## config.mk

```make
export PLATFORM = sky130hd
export DESIGN_NAME = coin_change_dispenser_flat
export DESIGN_NICKNAME = d
export VERILOG_FILES = /design/src/design/ccd_pkg.sv /design/src/design/ccd_in_if.sv /design/src/design/ccd_out_if.sv /design/src/design/ccd_div.sv /design/src/design/coin_change_dispenser.sv /design/src/flat_wrapper.sv
export VERILOG_INCLUDE_DIRS = /design/src /design/src/design
export SDC_FILE = /design/constraint.sdc
export NUM_CORES = 1
export LEC_CHECK = 0
export BUFFER_PORTS_ARGS = -buffer_cell sky130_fd_sc_hd__buf_4
export CELL_PAD_IN_SITES_DETAIL_PLACEMENT = 1
export CELL_PAD_IN_SITES_GLOBAL_PLACEMENT = 1
export CORE_MARGIN = 2
export CORE_UTILIZATION = 45
export CTS_BUF_LIST = sky130_fd_sc_hd__clkbuf_2 sky130_fd_sc_hd__clkbuf_4 sky130_fd_sc_hd__clkbuf_8
export CTS_CLUSTER_SIZE = 25
export DETAILED_ROUTE_END_ITERATION = 8
export PLACE_DENSITY_LB_ADDON = 0.1
export SLEW_MARGIN = 20
export SYNTH_ARGS = -nofsm -noshare
export SYNTH_HDL_FRONTEND = slang
export SYNTH_SLANG_ARGS = --single-unit
```

## constraint.sdc

```tcl
create_clock -name i_clk -period 7.5 [get_ports i_clk]
set_clock_uncertainty 0.15 [all_clocks]
set_input_delay 0.75 -clock i_clk [delete_from_list [all_inputs] [get_ports i_clk]]
set_output_delay 0.75 -clock i_clk [all_outputs]
set_load 0.1 [all_outputs]
```

## src/design/coin_change_dispenser_defines.svh

```systemverilog
// assertion macros for the coin change dispenser
`ifndef COIN_CHANGE_DISPENSER_DEFINES_SVH
`define COIN_CHANGE_DISPENSER_DEFINES_SVH
// implication checked on every clock edge outside reset
`define CCD_ASSERT_IMP(label, clk, rst_n, pre, post) \
    label: assert property (@(posedge clk) disable iff (!rst_n) (pre) |-> (post)) \
        else $error("assertion failed");
// implication whose consequent is checked in the next cycle
`define CCD_ASSERT_NEXT(label, clk, rst_n, pre, post) \
    label: assert property (@(posedge clk) disable iff (!rst_n) (pre) |=> (post)) \
        else $error("assertion failed");
`endif

```

## src/design/ccd_pkg.sv

```systemverilog
// shared widths and types for the coin change dispenser
package ccd_pkg;
    localparam int AMT_W = 24;
    localparam int DEN_W = 16;
    localparam int SLOT_W = 3;

    typedef logic [AMT_W-1:0] t_amount;
    typedef logic [DEN_W-1:0] t_denom;

    typedef struct packed {
        logic [SLOT_W-1:0] coin_slot;
        t_amount           coin_count;
        logic              unpayable;
        logic              last_result;
    } t_result;

    // divider handshake
    typedef struct packed {
        logic start;
    } t_div_req;

    typedef struct packed {
        logic done;
    } t_div_rsp;
endpackage

```

## src/design/ccd_in_if.sv

```systemverilog
// input channel interface
interface ccd_in_if;
    import ccd_pkg::*;
    logic    valid;
    logic    ready;
    t_amount amount_cents;
    modport source (output valid, output amount_cents, input ready);
    modport sink (input valid, input amount_cents, output ready);
endinterface

```

## src/design/ccd_out_if.sv

```systemverilog
// output channel interface
interface ccd_out_if;
    import ccd_pkg::*;
    logic                    valid;
    logic                    ready;
    logic [SLOT_W-1:0]       coin_slot;
    t_amount                 coin_count;
    logic                    unpayable;
    logic                    last_result;
    modport source (output valid, output coin_slot, output coin_count,
                    output unpayable, output last_result, input ready);
    modport sink (input valid, input coin_slot, input coin_count,
                  input unpayable, input last_result, output ready);
endinterface

```

## src/design/ccd_div.sv

```systemverilog
// bit-serial restoring divider, one quotient bit per cycle
module ccd_div (
    input  logic             i_clk,
    input  logic             i_rst_n,
    input  ccd_pkg::t_div_req i_req,
    input  ccd_pkg::t_amount i_dividend,
    input  ccd_pkg::t_denom  i_divisor,
    output ccd_pkg::t_div_rsp o_rsp,
    output ccd_pkg::t_amount o_quot,
    output ccd_pkg::t_amount o_rem
);
    import ccd_pkg::*;

    localparam int CW = $clog2(AMT_W + 1);

    logic [CW-1:0]    r_cnt, n_cnt;
    logic             r_busy, n_busy;
    logic             r_done, n_done;
    t_amount          r_q, n_q;
    logic [DEN_W:0]   r_r, n_r;
    t_denom           r_d, n_d;
    logic [DEN_W+1:0] w_trial;
    logic [DEN_W:0]   w_shift;

    // one shift and trial subtract per cycle
    always_comb begin
        n_cnt = r_cnt; n_busy = r_busy; n_done = 1'b0;
        n_q = r_q; n_r = r_r; n_d = r_d;
        w_shift = {r_r[DEN_W-1:0], r_q[AMT_W-1]};
        w_trial = {1'b0, w_shift} - {2'b00, r_d};
        if (i_req.start) begin
            n_q = i_dividend; n_r = '0; n_d = i_divisor;
            n_cnt = CW'(AMT_W); n_busy = 1'b1;
        end else if (r_busy) begin
            if (!w_trial[DEN_W+1]) begin
                n_r = w_trial[DEN_W:0];
                n_q = {r_q[AMT_W-2:0], 1'b1};
            end else begin
                n_r = w_shift;
                n_q = {r_q[AMT_W-2:0], 1'b0};
            end
            n_cnt = r_cnt - 1'b1;
            if (r_cnt == CW'(1)) begin
                n_busy = 1'b0; n_done = 1'b1;
            end
        end
    end

    always_ff @(posedge i_clk) begin
        if (!i_rst_n) begin
            r_busy <= 1'b0; r_done <= 1'b0; r_cnt <= '0;
        end else begin
            r_busy <= n_busy; r_done <= n_done; r_cnt <= n_cnt;
        end
        r_q <= n_q; r_r <= n_r; r_d <= n_d;
    end

    assign o_rsp.done = r_done;
    assign o_quot = r_q;
    assign o_rem = {{(AMT_W-DEN_W-1){1'b0}}, r_r};
endmodule

```

## src/design/coin_change_dispenser.sv

```systemverilog
// coin change dispenser top level: sequencer around a serial divider
// each amount runs a series of divides, then emits one result item per
// used slot of the denomination list
// throughput: one amount at a time, set by the shared 24-step divider
// reset: synchronous active low, denomination registers return to 25, 10, 5, 1, then 0
// a result item is held in an output register and the next input waits
module coin_change_dispenser #(
    parameter int MAX_DENOMS = 8
) (
    input  logic                           i_clk,
    input  logic                           i_rst_n,
    input  logic                           i_cfg_we,
    input  logic [2:0]                     i_cfg_index,
    input  logic [ccd_pkg::DEN_W-1:0]      i_cfg_data,
    ccd_in_if.sink                         in_ch,
    ccd_out_if.source                      out_ch
);
    import ccd_pkg::*;
    `include "coin_change_dispenser_defines.svh"

    localparam int NR = (MAX_DENOMS < 8) ? MAX_DENOMS : 8;
    localparam int IW = $clog2(NR + 1);
    localparam int XW = (NR > 1) ? $clog2(NR) : 1;

    typedef enum logic [3:0] {
        S_IDLE, S_SCAN, S_PRE, S_BIG, S_T1, S_T2, S_FIN, S_OUT, S_WAIT
    } t_state;

    t_denom            r_den [NR];
    t_state            r_st;
    t_amount           r_rem, r_trem, r_tot1, r_tot2, r_amt;
    t_amount           r_cnt [NR];
    logic [IW-1:0]     r_i, r_len, r_b;
    logic              r_go, r_started, r_unp;
    t_result           r_res;
    logic              r_ovalid;
    t_div_req          w_req;
    t_div_rsp          w_rsp;
    t_amount           w_q, w_r, w_div_a;
    t_denom            w_div_d;
    logic [XW-1:0]     w_ix;
    logic [DEN_W:0]    w_two;

    assign w_ix = r_i[XW-1:0];
    assign w_two = {r_den[r_b[XW-1:0]], 1'b0};

    ccd_div u_div (
        .i_clk, .i_rst_n, .i_req(w_req), .i_dividend(w_div_a),
        .i_divisor(w_div_d), .o_rsp(w_rsp), .o_quot(w_q), .o_rem(w_r)
    );

    // divider operand selection
    always_comb begin
        w_req.start = r_go;
        w_div_d = r_den[w_ix];
        w_div_a = (r_st == S_T1 || r_st == S_T2) ? r_trem : r_rem;
        if (r_st == S_BIG) begin
            w_div_d = r_den[r_b[XW-1:0]];
            w_div_a = r_rem - AMT_W'(w_two);
        end
    end

    assign in_ch.ready = (r_st == S_IDLE) && !r_ovalid;
    assign out_ch.valid = r_ovalid;
    assign out_ch.coin_slot = r_res.coin_slot;
    assign out_ch.coin_count = r_res.coin_count;
    assign out_ch.unpayable = r_res.unpayable;
    assign out_ch.last_result = r_res.last_result;

    // sequencer: scan list, greedy divides, trials, emit counts
    always_ff @(posedge i_clk) begin
        if (!i_rst_n) begin
            r_st <= S_IDLE; r_go <= 1'b0; r_ovalid <= 1'b0;
            for (int k = 0; k < NR; k++)
                r_den[k] <= (k == 0) ? 16'd25 : (k == 1) ? 16'd10 :
                            (k == 2) ? 16'd5 : (k == 3) ? 16'd1 : 16'd0;
        end else begin
            r_go <= 1'b0;
            if (i_cfg_we && 32'(i_cfg_index) < NR)
                r_den[i_cfg_index[XW-1:0]] <= i_cfg_data;
            if (out_ch.ready && r_ovalid) r_ovalid <= 1'b0;
            unique case (r_st)
                S_IDLE: if (in_ch.valid && !r_ovalid) begin
                    r_amt <= in_ch.amount_cents; r_rem <= in_ch.amount_cents;
                    r_i <= '0; r_len <= '0; r_b <= '0; r_started <= 1'b0;
                    for (int k = 0; k < NR; k++) r_cnt[k] <= '0;
                    r_st <= S_SCAN;
                end
                S_SCAN: begin
                    // one position a cycle: length and first tight pair
                    if (r_i < IW'(NR) && r_den[w_ix] != '0) begin
                        r_len <= r_i + 1'b1;
                        if (r_i != '0 && !r_started &&
                            {1'b0, r_den[w_ix - 1'b1]} < {r_den[w_ix], 1'b0}) begin
                            r_b <= r_i - 1'b1; r_started <= 1'b1;
                        end
                        r_i <= r_i + 1'b1;
                    end else begin
                        if (!r_started) r_b <= r_i;
                        r_i <= '0;
                        if (r_i == '0) begin
                            r_res <= '{'0, '0, r_amt != '0, 1'b1};
                            r_ovalid <= 1'b1; r_st <= S_WAIT;
                        end else begin
                            r_st <= S_PRE; r_go <= 1'b1;
                        end
                    end
                end
                S_PRE: begin
                    // greedy above b, or everything when no tight pair
                    if (!r_started && r_i == r_len) begin
                        r_st <= S_FIN;
                    end else if (r_started && r_i == r_b) begin
                        if (r_rem >= AMT_W'(w_two)) begin
                            r_st <= S_BIG; r_go <= 1'b1;
                        end else begin
                            r_trem <= r_rem; r_tot1 <= '0; r_st <= S_T1; r_go <= 1'b1;
                        end
                    end else if (w_rsp.done) begin
                        r_cnt[w_ix] <= w_q; r_rem <= w_r;
                        r_i <= r_i + 1'b1;
                        // no divide after the last slot of a plain greedy pass
                        if (r_started || r_i + 1'b1 != r_len) r_go <= 1'b1;
                    end
                end
                S_BIG: if (w_rsp.done) begin
                    r_cnt[r_b[XW-1:0]] <= w_q + 1'b1;
                    r_rem <= w_r + AMT_W'(r_den[r_b[XW-1:0]]);
                    r_trem <= w_r + AMT_W'(r_den[r_b[XW-1:0]]);
                    r_tot1 <= '0; r_st <= S_T1; r_go <= 1'b1;
                end
                S_T1: if (w_rsp.done) begin
                    // trial from b
                    r_tot1 <= r_tot1 + w_q; r_go <= 1'b1;
                    if (r_i + 1'b1 == r_len) begin
                        r_trem <= r_rem; r_tot2 <= '0;
                        if (r_b + 1'b1 == r_len) begin
                            r_i <= r_b; r_st <= S_FIN;
                        end else begin
                            r_i <= r_b + 1'b1; r_st <= S_T2;
                        end
                    end else begin
                        r_trem <= w_r; r_i <= r_i + 1'b1;
                    end
                end
                S_T2: if (w_rsp.done) begin
                    // trial from b+1
                    r_tot2 <= r_tot2 + w_q; r_trem <= w_r;
                    if (r_i + 1'b1 == r_len) begin
                        r_i <= (r_tot1 > r_tot2 + w_q) ? r_b + 1'b1 : r_b;
                        r_st <= S_FIN; r_go <= 1'b1;
                    end else begin
                        r_i <= r_i + 1'b1; r_go <= 1'b1;
                    end
                end
                S_FIN: begin
                    // final greedy pass, then emit
                    if (r_i == r_len) begin
                        r_unp <= r_rem != '0; r_i <= '0; r_st <= S_OUT;
                    end else if (w_rsp.done) begin
                        r_cnt[w_ix] <= r_cnt[w_ix] + w_q; r_rem <= w_r;
                        r_i <= r_i + 1'b1;
                        if (r_i + 1'b1 != r_len) r_go <= 1'b1;
                    end
                end
                S_OUT: if (!r_ovalid || out_ch.ready) begin
                    r_res <= '{SLOT_W'(r_i), r_cnt[w_ix], r_unp, r_i + 1'b1 == r_len};
                    r_ovalid <= 1'b1;
                    r_i <= r_i + 1'b1;
                    if (r_i + 1'b1 == r_len) r_st <= S_WAIT;
                end
                S_WAIT: if (!r_ovalid || out_ch.ready) r_st <= S_IDLE;
                default: r_st <= S_IDLE;
            endcase
        end
    end

    `CCD_ASSERT_IMP(a_no_accept_busy, i_clk, i_rst_n, r_st != S_IDLE, !in_ch.ready)
    `CCD_ASSERT_NEXT(a_hold_stall, i_clk, i_rst_n, r_ovalid && !out_ch.ready, r_ovalid)
    `CCD_ASSERT_IMP(a_last_ends, i_clk, i_rst_n, r_ovalid && r_res.last_result,
        r_st == S_WAIT || r_st == S_IDLE)
endmodule
```

## src/flat_wrapper.sv

```systemverilog
// flat-port wrapper written by rule: the top's interface ports become plain ports
module coin_change_dispenser_flat import ccd_pkg::*;
#(
    parameter int MAX_DENOMS = 8
)
  (i_clk, i_rst_n, i_cfg_we, i_cfg_index, i_cfg_data, in_ch_valid, in_ch_amount_cents, in_ch_ready, out_ch_valid, out_ch_coin_slot, out_ch_coin_count, out_ch_unpayable, out_ch_last_result, out_ch_ready);
  ccd_in_if in_ch_i ();
  ccd_out_if out_ch_i ();
  input  logic i_clk;
  input  logic i_rst_n;
  input  logic i_cfg_we;
  input  logic [2:0] i_cfg_index;
  input  logic [ccd_pkg::DEN_W-1:0] i_cfg_data;
  input wire logic [$bits(in_ch_i.valid)-1:0] in_ch_valid;
  input wire logic [$bits(in_ch_i.amount_cents)-1:0] in_ch_amount_cents;
  output wire logic [$bits(in_ch_i.ready)-1:0] in_ch_ready;
  output wire logic [$bits(out_ch_i.valid)-1:0] out_ch_valid;
  output wire logic [$bits(out_ch_i.coin_slot)-1:0] out_ch_coin_slot;
  output wire logic [$bits(out_ch_i.coin_count)-1:0] out_ch_coin_count;
  output wire logic [$bits(out_ch_i.unpayable)-1:0] out_ch_unpayable;
  output wire logic [$bits(out_ch_i.last_result)-1:0] out_ch_last_result;
  input wire logic [$bits(out_ch_i.ready)-1:0] out_ch_ready;
  assign in_ch_i.valid = in_ch_valid;
  assign in_ch_i.amount_cents = in_ch_amount_cents;
  assign in_ch_ready = in_ch_i.ready;
  assign out_ch_valid = out_ch_i.valid;
  assign out_ch_coin_slot = out_ch_i.coin_slot;
  assign out_ch_coin_count = out_ch_i.coin_count;
  assign out_ch_unpayable = out_ch_i.unpayable;
  assign out_ch_last_result = out_ch_i.last_result;
  assign out_ch_i.ready = out_ch_ready;
  coin_change_dispenser #(.MAX_DENOMS(MAX_DENOMS)) u_core (.i_clk(i_clk), .i_rst_n(i_rst_n), .i_cfg_we(i_cfg_we), .i_cfg_index(i_cfg_index), .i_cfg_data(i_cfg_data), .in_ch(in_ch_i), .out_ch(out_ch_i));
endmodule
```

==> impl_metrics.ini <==
[run_status]
violations = DRC
outcome = finished, violations left

[placed_design]
dp_hpwl_um = 76700
io_buffers = 78
gp_congestion = 0.891

[sta]
setup_viol = 0
final-max-slew-violation-count = 0
rsz0062_at_grt = false
fin_tns_setup_ns = 0
period_needed_ns = 5.82
timing.final.crit_share_pct = 77.7
slew_headroom_pct = 16.4
fin_hold_ws_ns = 0.0627
final_hold_viol_count = 0
tightest_slew_ns = 1.22
fmax_mhz = 172

[worst_setup_path]
reg2reg_depth = 19
start_kind = flip-flop
crit_fanout = 8
cp.arrival_ns = 6.25
worstSetupEndpointType = flip-flop
r2r_setup_slack_ns = 1.68
worstSetupPathType = flip-flop to flip-flop
worst_ep_required_time_ns = 7.92
worstReg2RegStart = u_core.u_div.o_quot[1]$_DFFE_PP_

[yosys]
mappedNetlistNets = 3094
syn_inst = 2878
ys_ff_latch = 559
avgSynthCellArea_um2 = 11.6
synth_ff_type = edfxtp_1
synth_cell_type_count = 84
yosys_warnings = 0
synth-edff-count = 523
async_flop_share_pct = 0
synth-seq-area-share_pct = 49.1
syn_area_um2 = 33400

[cts]
post_cts_buffers = 0
cts.repair.resized = 0
cts_buffer_depth = 3
holdBufCountCts = 0
clk_latency_ns = 0.73
clockRootBuffer = clkbuf_8
cts_tree = done
numCtsBuffers = 98
clk_pin_slew_ns = 0.06
cts.sinks = 559
h-tree-depth = 3

[final_layout]
fillCellCount = 7649
drive_gt1_share_pct = 18.1
fin_nets = 3203
layout_commonest_cell = edfxtp_1
areaGrowthSynthToFinish_pct = 11.4
mostFrequentLayoutCells = edfxtp_1 (523), nor2_1 (403), ha_1 (162)

[drt]
vias = 25100
ant_nets = 0
drc = 2
routed_wirelength_um = 110000
dr.pass1.iters = 8
drt-vias-per-instance = 6.22
drt_iter0_drc = 2160
post_drt_wl_per_cell_um = 27.2

[power]
p_per_area_nw_per_um2 = 380
ir_drop_mv = 0.169
leakage_nw = 13.7
fin_total_pwr_mw = 14.2

[floorplanning]
rows = 99
die_h_um = 277
coreArea_um2 = 73200
die_area_um2 = 76500
initial_core_util_pct = 45.7
ios = 79
fp.dieW_um = 277

[worst_hold_path]
min_to = u_core.r_amt[19]$_DFFE_PP_
min-delay-start = in_ch_amount_cents[19]
min_path_cells = 1
hold_path.class = input pin to flip-flop

[global_routing]
grt_use_total_pct = 28.3
grt_pass1_wl_um = 165000
grt_max_degree = 57
grt_overflow = 0
grt_antenna_before_repair = 2
grt_pass1_vias = 26200

[job]
maxCapViolations = 0
power by group:
part	switching [mW]	internal, mW	total [mW]	leakage [nW]
logic	3.95	2.84	6.79	7.48
clock network	1.37	1.51	2.87	1.06
registers	0.563	3.94	4.50	5.21
worst max path at each step:
stage | start | slack, ns | endpoint
floorplan | flip-flop | 1.38 | u_core.r_trem[0]$_DFFE_PP_
global placement | u_core.u_div.o_quot[1]$_DFFE_PP_ | 1.86 | flip-flop
detailed placement | u_core.u_div.o_quot[0]$_DFFE_PP_ | 1.70 | flip-flop
CTS | u_core.u_div.o_quot[1]$_DFFE_PP_ | 1.66 | flip-flop
global route | u_core.u_div.o_quot[0]$_DFFE_PP_ | 1.26 | flip-flop
finish | u_core.u_div.o_quot[1]$_DFFE_PP_ | 1.68 | flip-flop
synth_stat cells (all sizes together), types with 28 or more instances:
| cell type | count | area share, % |
|---|---|---|
| a211oi | 35 | 0.80 |
| a21o | 48 | 1.1 |
| a21oi | 159 | 2.4 |
| and2 | 161 | 3.0 |
| and3 | 28 | 0.52 |
| buf | 37 | 0.53 |
| clkbuf | 101 | 1.1 |
| dfxtp | 36 | 2.2 |
| edfxtp | 523 | 47 |
| ha | 162 | 6.1 |
| inv | 81 | 0.91 |
| mux2 | 58 | 2.0 |
| mux2i | 40 | 1.2 |
| mux4 | 142 | 9.6 |
| nand2 | 148 | 1.7 |
| nand2b | 29 | 0.54 |
| nand3 | 44 | 0.66 |
| nor2 | 407 | 4.6 |
| nor3 | 55 | 0.82 |
| o21ai | 100 | 1.5 |
| xnor2 | 64 | 1.7 |
| xor2 | 55 | 1.4 |
worst max-delay path, cell delays in order (launching register included):
cell	delay, ns
edfxtp_1	0.53
ha_1	0.37
a211oi_1	0.30
o211ai_1	0.25
a41oi_1	0.37
a21oi_1	0.21
o21ai_0	0.37
nand2b_1	0.09
a21oi_1	0.19
xor2_1	0.11
ha_1	0.32
nand4_1	0.11
or2_2	0.32
nor3_1	0.29
o31ai_1	0.12
a21oi_1	0.69
o211a_1	0.25
nor3_1	0.04
a2111o_1	0.32
mux2_2	0.28
metal layers:
layer	global-route usage (%)	wire length, um	vias up
li1	-	-	11200
met5	0	0	-
met4	10.1	3620	0
met1	37.9	47400	12800
met2	47.0	52400	854
met3	4.20	6330	196
state kept, by name (all words and copies together), names as in the netlist, 3 cells and up, named ones only:
name,flops
u_core.r_len,4
u_core.out_ch.coin_slot,3
u_core.r_rem,24
u_core.out_ch.coin_count,24
u_core.r_b,4
u_core.r_st,4
u_core.u_div.r_r,17
u_core.u_div.r_cnt,5
u_core.r_i,4
u_core.r_amt,24
u_core.r_tot1,24
u_core.r_cnt,192
u_core.r_tot2,24
u_core.r_trem,24
u_core.u_div.o_quot,24
u_core.u_div.r_d,16
u_core.r_den,128
cells by family after synthesis:
| family | Yosys count | share of synthesized area, % |
|---|---|---|
| buffers and inverters | 222 | 2.60 |
| AO/OA/AOI/OAI | 566 | 11.5 |
| multiplexers | 240 | 12.7 |
| XOR/XNOR | 119 | 3.12 |
| flip-flops | 559 | 49.1 |
| adder cells (fa/ha/maj) | 168 | 6.42 |
| AND/OR/NAND/NOR | 1004 | 14.5 |
final cells by class:
| class | instances | area, um^2 | area share, % |
|---|---|---|---|
| Inverter | 84 | 315 | 0.846 |
| Sequential cell | 559 | 16400 | 44.1 |
| Clock buffer | 144 | 1740 | 4.68 |
| Timing Repair Buffer | 147 | 1100 | 2.96 |
| Multi-Input combinational cell | 2097 | 16200 | 43.5 |
| Clock inverter | 38 | 239 | 0.642 |
| Tap cell | 959 | 1200 | 3.22 |
| Antenna cell | 1 | 2.50 | 0.00672 |
per-stage QoR:
| stage | utilization, % | std cells | area, um^2 | setup slack [ns] |
|---|---|---|---|---|
| finish | 50.9 | 4029 | 37200 | 1.68 |
| global route | 50.9 | 4029 | 37200 | 1.26 |
| CTS | 50.9 | 4028 | 37200 | 1.66 |
| detailed placement | 48.2 | 3846 | 35300 | 1.70 |
| global placement | 48.2 | 3846 | 35300 | 1.86 |
| floorplan | - | 2878 | 33400 | 1.38 |
(Power assumes the default switching activity.)
